==> src/hw/rtl/scpp_pkg.sv <==
// Shared types and constants for the sync/length/checksum packet row parser.
// Used by scpp_row_dec and sync_checksum_packet_row_parser; no dependencies.
package scpp_pkg;

    localparam logic [7:0] SYNC_BYTE   = 8'hAA;
    localparam logic [7:0] EXTEND_BYTE = 8'h55;
    localparam logic [7:0] RAW_CODE    = 8'h80;
    localparam logic [7:0] BAND_CODE   = 8'h83;
    localparam logic [7:0] EVENT_FIRST = 8'hD0;
    localparam logic [7:0] EVENT_LAST  = 8'hD4;

    typedef enum logic [2:0] {
        KIND_SINGLE    = 3'd0,
        KIND_RAW       = 3'd1,
        KIND_BAND      = 3'd2,
        KIND_EVENT     = 3'd3,
        KIND_LONG      = 3'd4,
        KIND_GOOD      = 3'd5,
        KIND_BAD       = 3'd6,
        KIND_MALFORMED = 3'd7
    } t_kind;

    typedef enum logic [2:0] {
        RP_CODE = 3'b001,
        RP_LEN  = 3'b010,
        RP_DATA = 3'b100
    } t_row_phase;

    typedef struct packed {
        t_row_phase  phase;
        logic [7:0]  code;
        logic [7:0]  row_len;
        logic [7:0]  seen;
        logic [23:0] acc;
        logic [7:0]  ext;
    } t_row_state;

    typedef struct packed {
        t_kind              kind;
        logic [7:0]         row_code;
        logic [7:0]         extend_count;
        logic signed [24:0] value;
        logic [2:0]         band_index;
        logic [7:0]         row_length;
        logic [7:0]         payload_size;
        logic [7:0]         sum_received;
        logic [7:0]         sum_computed;
    } t_result;

    // Return to code hunting; code and declared length are kept.
    function automatic t_row_state clear_row(input t_row_state r);
        t_row_state c;
        c       = r;
        c.phase = RP_CODE;
        c.ext   = 8'd0;
        c.seen  = 8'd0;
        c.acc   = 24'd0;
        return c;
    endfunction

endpackage

==> src/hw/rtl/sync_checksum_packet_row_parser.sv <==
// Sync/length/checksum packet parser with coded row decoding, top level.
// Depends on scpp_pkg and scpp_row_dec.
//
// One received byte per cycle while the output word is not held. A byte is
// taken into the input register at the accepting edge. It is decoded against
// the frame and row state while it is held there, and its result, if it has
// one, is loaded into the output register as the byte moves on. The frame and
// row state update once per byte. A held output word stalls the input
// register, and tready drops only while both registers are full. The block
// hunts for two 0xAA bytes and a length below 0xAA. It emits row results
// (single values, raw samples, band powers, headset events, other long rows)
// as they complete, and ends each packet with a verdict: good, bad checksum,
// or malformed when a row overran the payload. Rows of a packet whose verdict
// is not good must be discarded.
module sync_checksum_packet_row_parser (
    input  logic        i_clk,
    input  logic        i_rst_n,
    input  logic        s_axis_tvalid,
    output logic        s_axis_tready,
    input  logic [7:0]  s_axis_tdata,   // [7:0] rx_byte
    output logic        m_axis_tvalid,
    input  logic        m_axis_tready,
    // [7:0] row_code, [15:8] extend_count, [40:16] value, [43:41] band_index,
    // [51:44] row_length, [59:52] payload_size, [67:60] sum_received,
    // [75:68] sum_computed, [79:76] zero
    output logic [79:0] m_axis_tdata,
    output logic [2:0]  m_axis_tuser    // [2:0] kind
);
    import scpp_pkg::*;

    typedef enum logic [4:0] {
        PH_SYNC1   = 5'b00001,
        PH_SYNC2   = 5'b00010,
        PH_LEN     = 5'b00100,
        PH_PAYLOAD = 5'b01000,
        PH_CSUM    = 5'b10000
    } t_frame_phase;

    logic         r_in_valid;
    logic [7:0]   r_in_byte;
    logic         r_out_valid;
    t_result      r_out;

    t_frame_phase r_phase, n_phase;
    logic [7:0]   r_plen, n_plen;
    logic [7:0]   r_prem, n_prem;
    logic [7:0]   r_sum, n_sum;
    logic         r_overrun, n_overrun;
    t_row_state   r_row, n_row;

    t_result      n_res;
    logic         n_res_valid;

    t_row_state   w_dec_row;
    t_result      w_dec_res;
    logic         w_dec_valid;
    logic         w_adv;
    logic         w_fire;
    logic [7:0]   w_calc;

    scpp_row_dec u_row_dec (
        .i_row       (r_row),
        .i_byte      (r_in_byte),
        .o_row       (w_dec_row),
        .o_res_valid (w_dec_valid),
        .o_res       (w_dec_res)
    );

    assign w_adv         = !r_out_valid || m_axis_tready;
    assign w_fire        = r_in_valid && w_adv;
    assign s_axis_tready = !r_in_valid || w_adv;
    assign w_calc        = ~r_sum;

    always_comb begin
        n_phase     = r_phase;
        n_plen      = r_plen;
        n_prem      = r_prem;
        n_sum       = r_sum;
        n_overrun   = r_overrun;
        n_row       = r_row;
        n_res       = '0;
        n_res_valid = 1'b0;
        unique case (r_phase)
            PH_SYNC1: begin
                if (r_in_byte == SYNC_BYTE) begin
                    n_phase = PH_SYNC2;
                end
            end
            PH_SYNC2: begin
                n_phase = (r_in_byte == SYNC_BYTE) ? PH_LEN : PH_SYNC1;
            end
            PH_LEN: begin
                priority if (r_in_byte == SYNC_BYTE) begin
                    n_phase = PH_LEN;
                end else if (r_in_byte > SYNC_BYTE) begin
                    n_phase = PH_SYNC1;
                end else begin
                    n_plen        = r_in_byte;
                    n_prem        = r_in_byte;
                    n_sum         = 8'd0;
                    n_overrun     = 1'b0;
                    n_row         = clear_row(r_row);
                    n_row.code    = 8'd0;
                    n_row.row_len = 8'd0;
                    n_phase       = (r_in_byte == 8'd0) ? PH_CSUM : PH_PAYLOAD;
                end
            end
            PH_PAYLOAD: begin
                n_sum       = r_sum + r_in_byte;
                n_row       = w_dec_row;
                n_res       = w_dec_res;
                n_res_valid = w_dec_valid;
                n_prem      = r_prem - {7'd0, (r_prem != 8'd0)};
                if (n_prem == 8'd0) begin
                    // payload ends inside a row: drop the row, flag overrun
                    if (w_dec_row.phase != RP_CODE) begin
                        n_overrun = 1'b1;
                    end
                    n_row   = clear_row(w_dec_row);
                    n_phase = PH_CSUM;
                end
            end
            PH_CSUM: begin
                n_res_valid        = 1'b1;
                n_res.payload_size = r_plen;
                n_res.sum_received = r_in_byte;
                n_res.sum_computed = w_calc;
                priority if (w_calc != r_in_byte) begin
                    n_res.kind = KIND_BAD;
                end else if (r_overrun) begin
                    n_res.kind = KIND_MALFORMED;
                end else begin
                    n_res.kind = KIND_GOOD;
                end
                n_overrun = 1'b0;
                n_row     = clear_row(r_row);
                n_phase   = PH_SYNC1;
            end
            default: begin
                n_phase = PH_SYNC1;
            end
        endcase
    end

    always_ff @(posedge i_clk) begin
        if (!i_rst_n) begin
            r_in_valid <= 1'b0;
        end else if (s_axis_tvalid && s_axis_tready) begin
            r_in_valid <= 1'b1;
        end else if (w_fire) begin
            r_in_valid <= 1'b0;
        end
    end

    always_ff @(posedge i_clk) begin
        if (s_axis_tvalid && s_axis_tready) begin
            r_in_byte <= s_axis_tdata;
        end
    end

    always_ff @(posedge i_clk) begin
        if (!i_rst_n) begin
            r_phase   <= PH_SYNC1;
            r_plen    <= 8'd0;
            r_prem    <= 8'd0;
            r_sum     <= 8'd0;
            r_overrun <= 1'b0;
            r_row     <= '{phase: RP_CODE, default: '0};
        end else if (w_fire) begin
            r_phase   <= n_phase;
            r_plen    <= n_plen;
            r_prem    <= n_prem;
            r_sum     <= n_sum;
            r_overrun <= n_overrun;
            r_row     <= n_row;
        end
    end

    always_ff @(posedge i_clk) begin
        if (!i_rst_n) begin
            r_out_valid <= 1'b0;
        end else if (w_adv) begin
            r_out_valid <= w_fire && n_res_valid;
        end
    end

    always_ff @(posedge i_clk) begin
        if (w_adv) begin
            r_out <= n_res;
        end
    end

    assign m_axis_tvalid = r_out_valid;
    assign m_axis_tuser  = r_out.kind;
    assign m_axis_tdata  = {4'd0, r_out.sum_computed, r_out.sum_received, r_out.payload_size,
                            r_out.row_length, r_out.band_index, r_out.value,
                            r_out.extend_count, r_out.row_code};

    // input register only stalls when it holds a word that cannot move on
    a_ready_full: assert property (@(posedge i_clk) disable iff (!i_rst_n)
        !s_axis_tready |-> (r_in_valid && !w_adv))
        else $error("input stalled with free register");

    // a checksum byte always yields a verdict in the next cycle
    a_verdict: assert property (@(posedge i_clk) disable iff (!i_rst_n)
        (w_fire && r_phase == PH_CSUM) |=>
        (r_out_valid && (r_out.kind == KIND_GOOD || r_out.kind == KIND_BAD ||
                         r_out.kind == KIND_MALFORMED)))
        else $error("checksum byte gave no verdict");

    a_rehunt: assert property (@(posedge i_clk) disable iff (!i_rst_n)
        (w_fire && r_phase == PH_CSUM) |=> (r_phase == PH_SYNC1))
        else $error("hunt not restarted after checksum");

    // row results never carry packet-level fields
    a_row_fields: assert property (@(posedge i_clk) disable iff (!i_rst_n)
        (r_out_valid && r_out.kind != KIND_GOOD && r_out.kind != KIND_BAD &&
         r_out.kind != KIND_MALFORMED) |->
        (r_out.payload_size == 8'd0 && r_out.sum_received == 8'd0 &&
         r_out.sum_computed == 8'd0))
        else $error("row result carries verdict fields");

    a_raw_range: assert property (@(posedge i_clk) disable iff (!i_rst_n)
        (r_out_valid && r_out.kind == KIND_RAW) |->
        (r_out.value[24:15] == 10'd0 || r_out.value[24:15] == 10'h3FF))
        else $error("raw sample not a sign-extended 16-bit value");

endmodule

==> src/hw/rtl/scpp_row_dec.sv <==
// Row decoder: one payload byte against the current row state.
// Gives the next row state and at most one row result. Depends on scpp_pkg.
module scpp_row_dec (
    input  scpp_pkg::t_row_state i_row,
    input  logic [7:0]           i_byte,
    output scpp_pkg::t_row_state o_row,
    output logic                 o_res_valid,
    output scpp_pkg::t_result    o_res
);
    import scpp_pkg::*;

    typedef struct packed {
        logic  valid;
        t_kind kind;
    } t_close;

    // Closing result of a long row that produced nothing on the way.
    function automatic t_close close_kind(input logic [7:0] code, input logic [7:0] rlen);
        t_close c;
        c.valid = 1'b1;
        c.kind  = KIND_LONG;
        if (code >= EVENT_FIRST && code <= EVENT_LAST) begin
            c.kind = KIND_EVENT;
        end else if (code == RAW_CODE) begin
            c.valid = (rlen < 8'd2);
        end else if (code == BAND_CODE) begin
            c.valid = (rlen < 8'd3);
        end
        return c;
    endfunction

    logic [23:0] w_acc;
    logic [7:0]  w_seen;
    logic        w_band_hit;
    logic [2:0]  w_band;
    logic        w_emit;
    t_close      w_close;

    assign w_acc  = {i_row.acc[15:0], i_byte};
    assign w_seen = i_row.seen + 8'd1;

    always_comb begin
        w_band_hit = 1'b1;
        w_band     = 3'd0;
        unique case (w_seen)
            8'd3:    w_band = 3'd0;
            8'd6:    w_band = 3'd1;
            8'd9:    w_band = 3'd2;
            8'd12:   w_band = 3'd3;
            8'd15:   w_band = 3'd4;
            8'd18:   w_band = 3'd5;
            8'd21:   w_band = 3'd6;
            8'd24:   w_band = 3'd7;
            default: w_band_hit = 1'b0;
        endcase
    end

    always_comb begin
        o_row       = i_row;
        o_res_valid = 1'b0;
        o_res       = '0;
        w_emit      = 1'b0;
        w_close     = '0;
        o_res.row_code     = i_row.code;
        o_res.extend_count = i_row.ext;
        unique case (i_row.phase)
            RP_CODE: begin
                if (i_byte == EXTEND_BYTE) begin
                    if (i_row.ext != 8'hFF) begin
                        o_row.ext = i_row.ext + 8'd1;
                    end
                end else begin
                    o_row.code = i_byte;
                    o_row.acc  = 24'd0;
                    o_row.seen = 8'd0;
                    if (i_byte[7]) begin
                        o_row.phase = RP_LEN;
                    end else begin
                        o_row.row_len = 8'd1;
                        o_row.phase   = RP_DATA;
                    end
                end
            end
            RP_LEN: begin
                o_row.row_len = i_byte;
                o_row.seen    = 8'd0;
                o_row.acc     = 24'd0;
                o_row.phase   = RP_DATA;
                if (i_byte == 8'd0) begin
                    // empty long row closes at once with a zero value
                    w_close          = close_kind(i_row.code, 8'd0);
                    o_res_valid      = w_close.valid;
                    o_res.kind       = w_close.kind;
                    o_res.row_length = 8'd0;
                    o_row            = clear_row(o_row);
                end
            end
            RP_DATA: begin
                o_row.acc  = w_acc;
                o_row.seen = w_seen;
                if (!i_row.code[7]) begin
                    o_res_valid = 1'b1;
                    o_res.kind  = KIND_SINGLE;
                    o_res.value = {17'd0, i_byte};
                    o_row       = clear_row(o_row);
                end else begin
                    o_res.row_length = i_row.row_len;
                    if (i_row.code == RAW_CODE && w_seen == 8'd2) begin
                        w_emit      = 1'b1;
                        o_res.kind  = KIND_RAW;
                        o_res.value = {{9{w_acc[15]}}, w_acc[15:0]};
                    end else if (i_row.code == BAND_CODE && w_band_hit) begin
                        w_emit           = 1'b1;
                        o_res.kind       = KIND_BAND;
                        o_res.value      = {1'b0, w_acc};
                        o_res.band_index = w_band;
                    end
                    o_res_valid = w_emit;
                    if (w_seen >= i_row.row_len) begin
                        if (!w_emit) begin
                            w_close     = close_kind(i_row.code, i_row.row_len);
                            o_res_valid = w_close.valid;
                            o_res.kind  = w_close.kind;
                            o_res.value = {17'd0, w_acc[7:0]};
                        end
                        o_row = clear_row(o_row);
                    end
                end
            end
            default: begin
                o_row = clear_row(i_row);
            end
        endcase
    end

endmodule
==> config.mk <==
export PLATFORM = sky130hd
export DESIGN_NAME = sync_checksum_packet_row_parser
export DESIGN_NICKNAME = d
export VERILOG_FILES = /design/src/hw/rtl/scpp_pkg.sv /design/src/hw/rtl/sync_checksum_packet_row_parser.sv /design/src/hw/rtl/scpp_row_dec.sv
export SDC_FILE = /design/constraint.sdc
export NUM_CORES = 1
export LEC_CHECK = 0
export ABC_CLOCK_PERIOD_IN_PS = 3800
export BUFFER_PORTS_ARGS = -buffer_cell sky130_fd_sc_hd__buf_2
export CORE_MARGIN = 1
export CORE_UTILIZATION = 50
export CTS_CLUSTER_DIAMETER = 150
export DETAILED_ROUTE_END_ITERATION = 10
export PLACE_DENSITY = 0.73
export REMOVE_ABC_BUFFERS = 1
export SYNTH_ARGS = -nofsm -noshare
export SYNTH_HDL_FRONTEND = slang
export SYNTH_SLANG_ARGS = --single-unit
==> constraint.sdc <==
create_clock -name i_clk -period 3.8 [get_ports i_clk]
set_clock_uncertainty 0.2 [all_clocks]
set_input_delay 0 -clock i_clk [delete_from_list [all_inputs] [get_ports i_clk]]
set_output_delay 0 -clock i_clk [all_outputs]
set_load 0.005 [all_outputs]
==> results.cfg <==
[outcome]
status = complete, no violations

[global_route]
antenna_found_initial = 0
grt_pass1_vias = 6219
grt_pass1_wl_um = 31900
grt_use_total = 0.234
grt_max_degree = 82
grt-ovfl-total = 0

[routing]
dr_total_vias = 6878
viasPerCell = 5.84
firstDrtPassIters = 5
wl_per_cell_um = 17.1
drt-total-wl_um = 20100
drc = 0
drtAntennaViolNets = 0
drt_iter0_drc = 756

[cells_and_area]
final_util = 0.594
area_growth_pct = 16.5
final_net_count = 979
layout-drive-gt1-share = 0.175
diodes = 0

[timing]
max_freq_mhz = 285
worst_slack_ps = 287
finalHoldViolations = 0
period_minus_slack_ps = 3510
setup_viol = 0
tightest_slew_ps = 1040
rsz0062_at_grt = false
slew_viol_final = 0
period_share = 0.924
relSlewSlack = 0.303

[synth]
seq_area_frac_synth = 0.509
async_flop_share = 0
synth_seq_cells = 170
synth_warnings = 0
ys.flop_type = edfxtp_1
syn-instance-count = 846
synth_edf_count = 87
synth.distinct_cells = 84
avgSynthCellArea_um2 = 9.92
synth.cell_area_um2 = 8390

[clock_network]
clockBufferDepth = 2
cts_tree = built
clk_pin_slew_ps = 70
post_cts_buffers = 0
htreeDepth = 4
root_buffer = clkbuf_16
worstSkewPairLatency_ps = 430
cts_buffers = 17
clock_sinks = 170

[power_and_ir_drop]
power.leakage_nw = 4.10
powerDensity_nw_per_um2 = 373
ir_drop_mv = 0.319

[hold_path]
hp-class = in2reg

[critical_path]
worstPathRequired_ps = 3790
arrival_ps = 3500
crit_path_end_kind = flop
crit_type = reg2reg
crit_fanout = 8
startpoint_type = flop

[run]
cap_violations = 0

[die]
rows = 47
dieHeight_um = 132
coreArea_um2 = 16500
dieArea_um2 = 17300
die_width_um = 132
pin_count = 97
initial_utilization = 0.510

[place]
hpwl_um = 13800
portBuffers = 92
gp_congestion = 0.919
dp_slack_ps = 299
==> repair_timing <==
action | in CTS | in global routing
hold buffers | 12 | 0
gates resized for setup | 0 | 2
setup endpoints to repair | 0 | 5
endpoints found under the hold margin | 45 | 0
==> cells by family after synthesis <==
| logic type | after synthesis | share of synthesized area |
|---|---|---|
| simple gates | 341 | 0.214 |
| compound gates | 198 | 0.163 |
| flops | 170 | 0.509 |
| buf+inv | 80 | 0.0398 |
| fa+ha+maj | 24 | 0.0362 |
| xor+xnor | 18 | 0.0188 |
| mux | 14 | 0.0183 |
| other cells | 1 | 0.000447 |
==> sequential cells by signal (all words and copies together), names as in the netlist <==
register	cells
r_sum	8
r_in_valid	1
r_overrun	1
m_axis_tdata	76
r_plen	8
r_prem	8
r_row	51
r_in_byte	8
m_axis_tvalid	1
r_phase	5
m_axis_tuser	3
==> through the flow <==
| stage | instances | hold WS [ps] | area, um^2 | power [mW] | setup TNS [ps] |
|---|---|---|---|---|---|
| floorplan | 799 | -120 | 8180 | 2.00 | -10670 |
| global placement | 1134 | -21.0 | 9090 | 2.04 | 0 |
| detailed placement | 1134 | -20.4 | 9090 | 2.04 | 0 |
| CTS | 1178 | 60.0 | 9780 | 3.67 | 0 |
| global route | 1178 | 72.7 | 9780 | 3.76 | 0 |
| finish | 1178 | 80.9 | 9780 | 3.65 | 0 |
==> worst max-delay path: stages (launching register included) <==
cell and delay, ps:
dfxtp_1 440, ha_1 210, nand3_1 170, nor2_1 170, xor2_1 210, ha_1 300, a21oi_1 160, and3_1 190
o21ai_0 100, maj3_2 410, o41a_1 530, and2_1 200
==> worst paths after layout <==
check	cells past startpoint	end	slack (ps)	start
setup / recovery	11	m_axis_tdata[22]	290	r_row[33]
hold / removal	2	r_in_byte[7]	80	s_axis_tdata[7]
setup reg to reg	11	m_axis_tdata[22]	290	r_row[33]
hold reg to reg	2	r_row[10]	270	r_row[10]
==> layout by cell type (no fill, tap or decap), types with 6 or more instances in the layout <==
cell type      synthesis  final
nor3b_1               10     10
o21ai_0               32     31
a21boi_0              12     12
ha_1                  21     21
mux2i_1               12     12
inv_1                 30     29
edfxtp_1              87     87
o21ai_1               13     14
and3_1                36     36
xnor2_1               11     11
and2_1                29     29
nand3_1               36     36
a22oi_1                7      7
a21o_1                11     11
or3_1                  7      7
dlygate4sd3_1          0     12
xor2_1                 7      7
nand2b_1               6      6
a21oi_1               44     44
nand2_1               66     66
clkbuf_16              0     17
nand4_1                9      9
a22o_1                14     14
nor3_1                20     20
nor2b_1               26     26
nor2_1                67     67
buf_2                  6     92
buf_4                  5     23
dfxtp_1               83     82
==> layout make-up <==
class	count	area, um^2
fillers	1390	6690
flip-flops and latches	170	4280
multi-input cells	599	3800
repair buffers	127	753
clock buffers	17	425
well taps	220	275
clock inverters	15	140
inverters	30	114
==> power breakdown <==
| group | switching (mW) | internal, mW |
|---|---|---|
| combinational | 0.0506 | 0.0348 |
| clock | 0.774 | 0.861 |
| sequential | 0.0136 | 1.92 |
| total | 0.838 | 2.81 |
==> layer usage <==
metal | up-vias | part of all wire | track usage
li1 | 3303 | - | -
met1 | 3276 | 0.44 | 0.314
met2 | 270 | 0.48 | 0.383
met3 | 29 | 0.064 | 0.0467
met4 | 0 | 0.015 | 0.0672
met5 | - | 0 | 0
==> synth_stat cells (9+ instances only) <==
| master | number | area share |
|---|---|---|
| nor2b_1 | 26 | 0.019 |
| ha_1 | 21 | 0.031 |
| and2_1 | 29 | 0.022 |
| nand2_1 | 66 | 0.030 |
| inv_1 | 30 | 0.013 |
| nor3b_1 | 10 | 0.0089 |
| nand3_1 | 36 | 0.021 |
| a22o_1 | 14 | 0.015 |
| a21boi_0 | 12 | 0.011 |
| nor3_1 | 20 | 0.012 |
| o21ai_1 | 13 | 0.0078 |
| dfxtp_1 | 83 | 0.20 |
| a21oi_1 | 44 | 0.026 |
| xnor2_1 | 11 | 0.011 |
| nor2_1 | 67 | 0.030 |
| o21ai_0 | 32 | 0.019 |
| clkbuf_1 | 36 | 0.016 |
| and3_1 | 36 | 0.027 |
| edfxtp_1 | 87 | 0.31 |
| a21o_1 | 11 | 0.0098 |
| nand4_1 | 9 | 0.0067 |
| mux2i_1 | 12 | 0.014 |
Power figures use the tool's default switching activity.
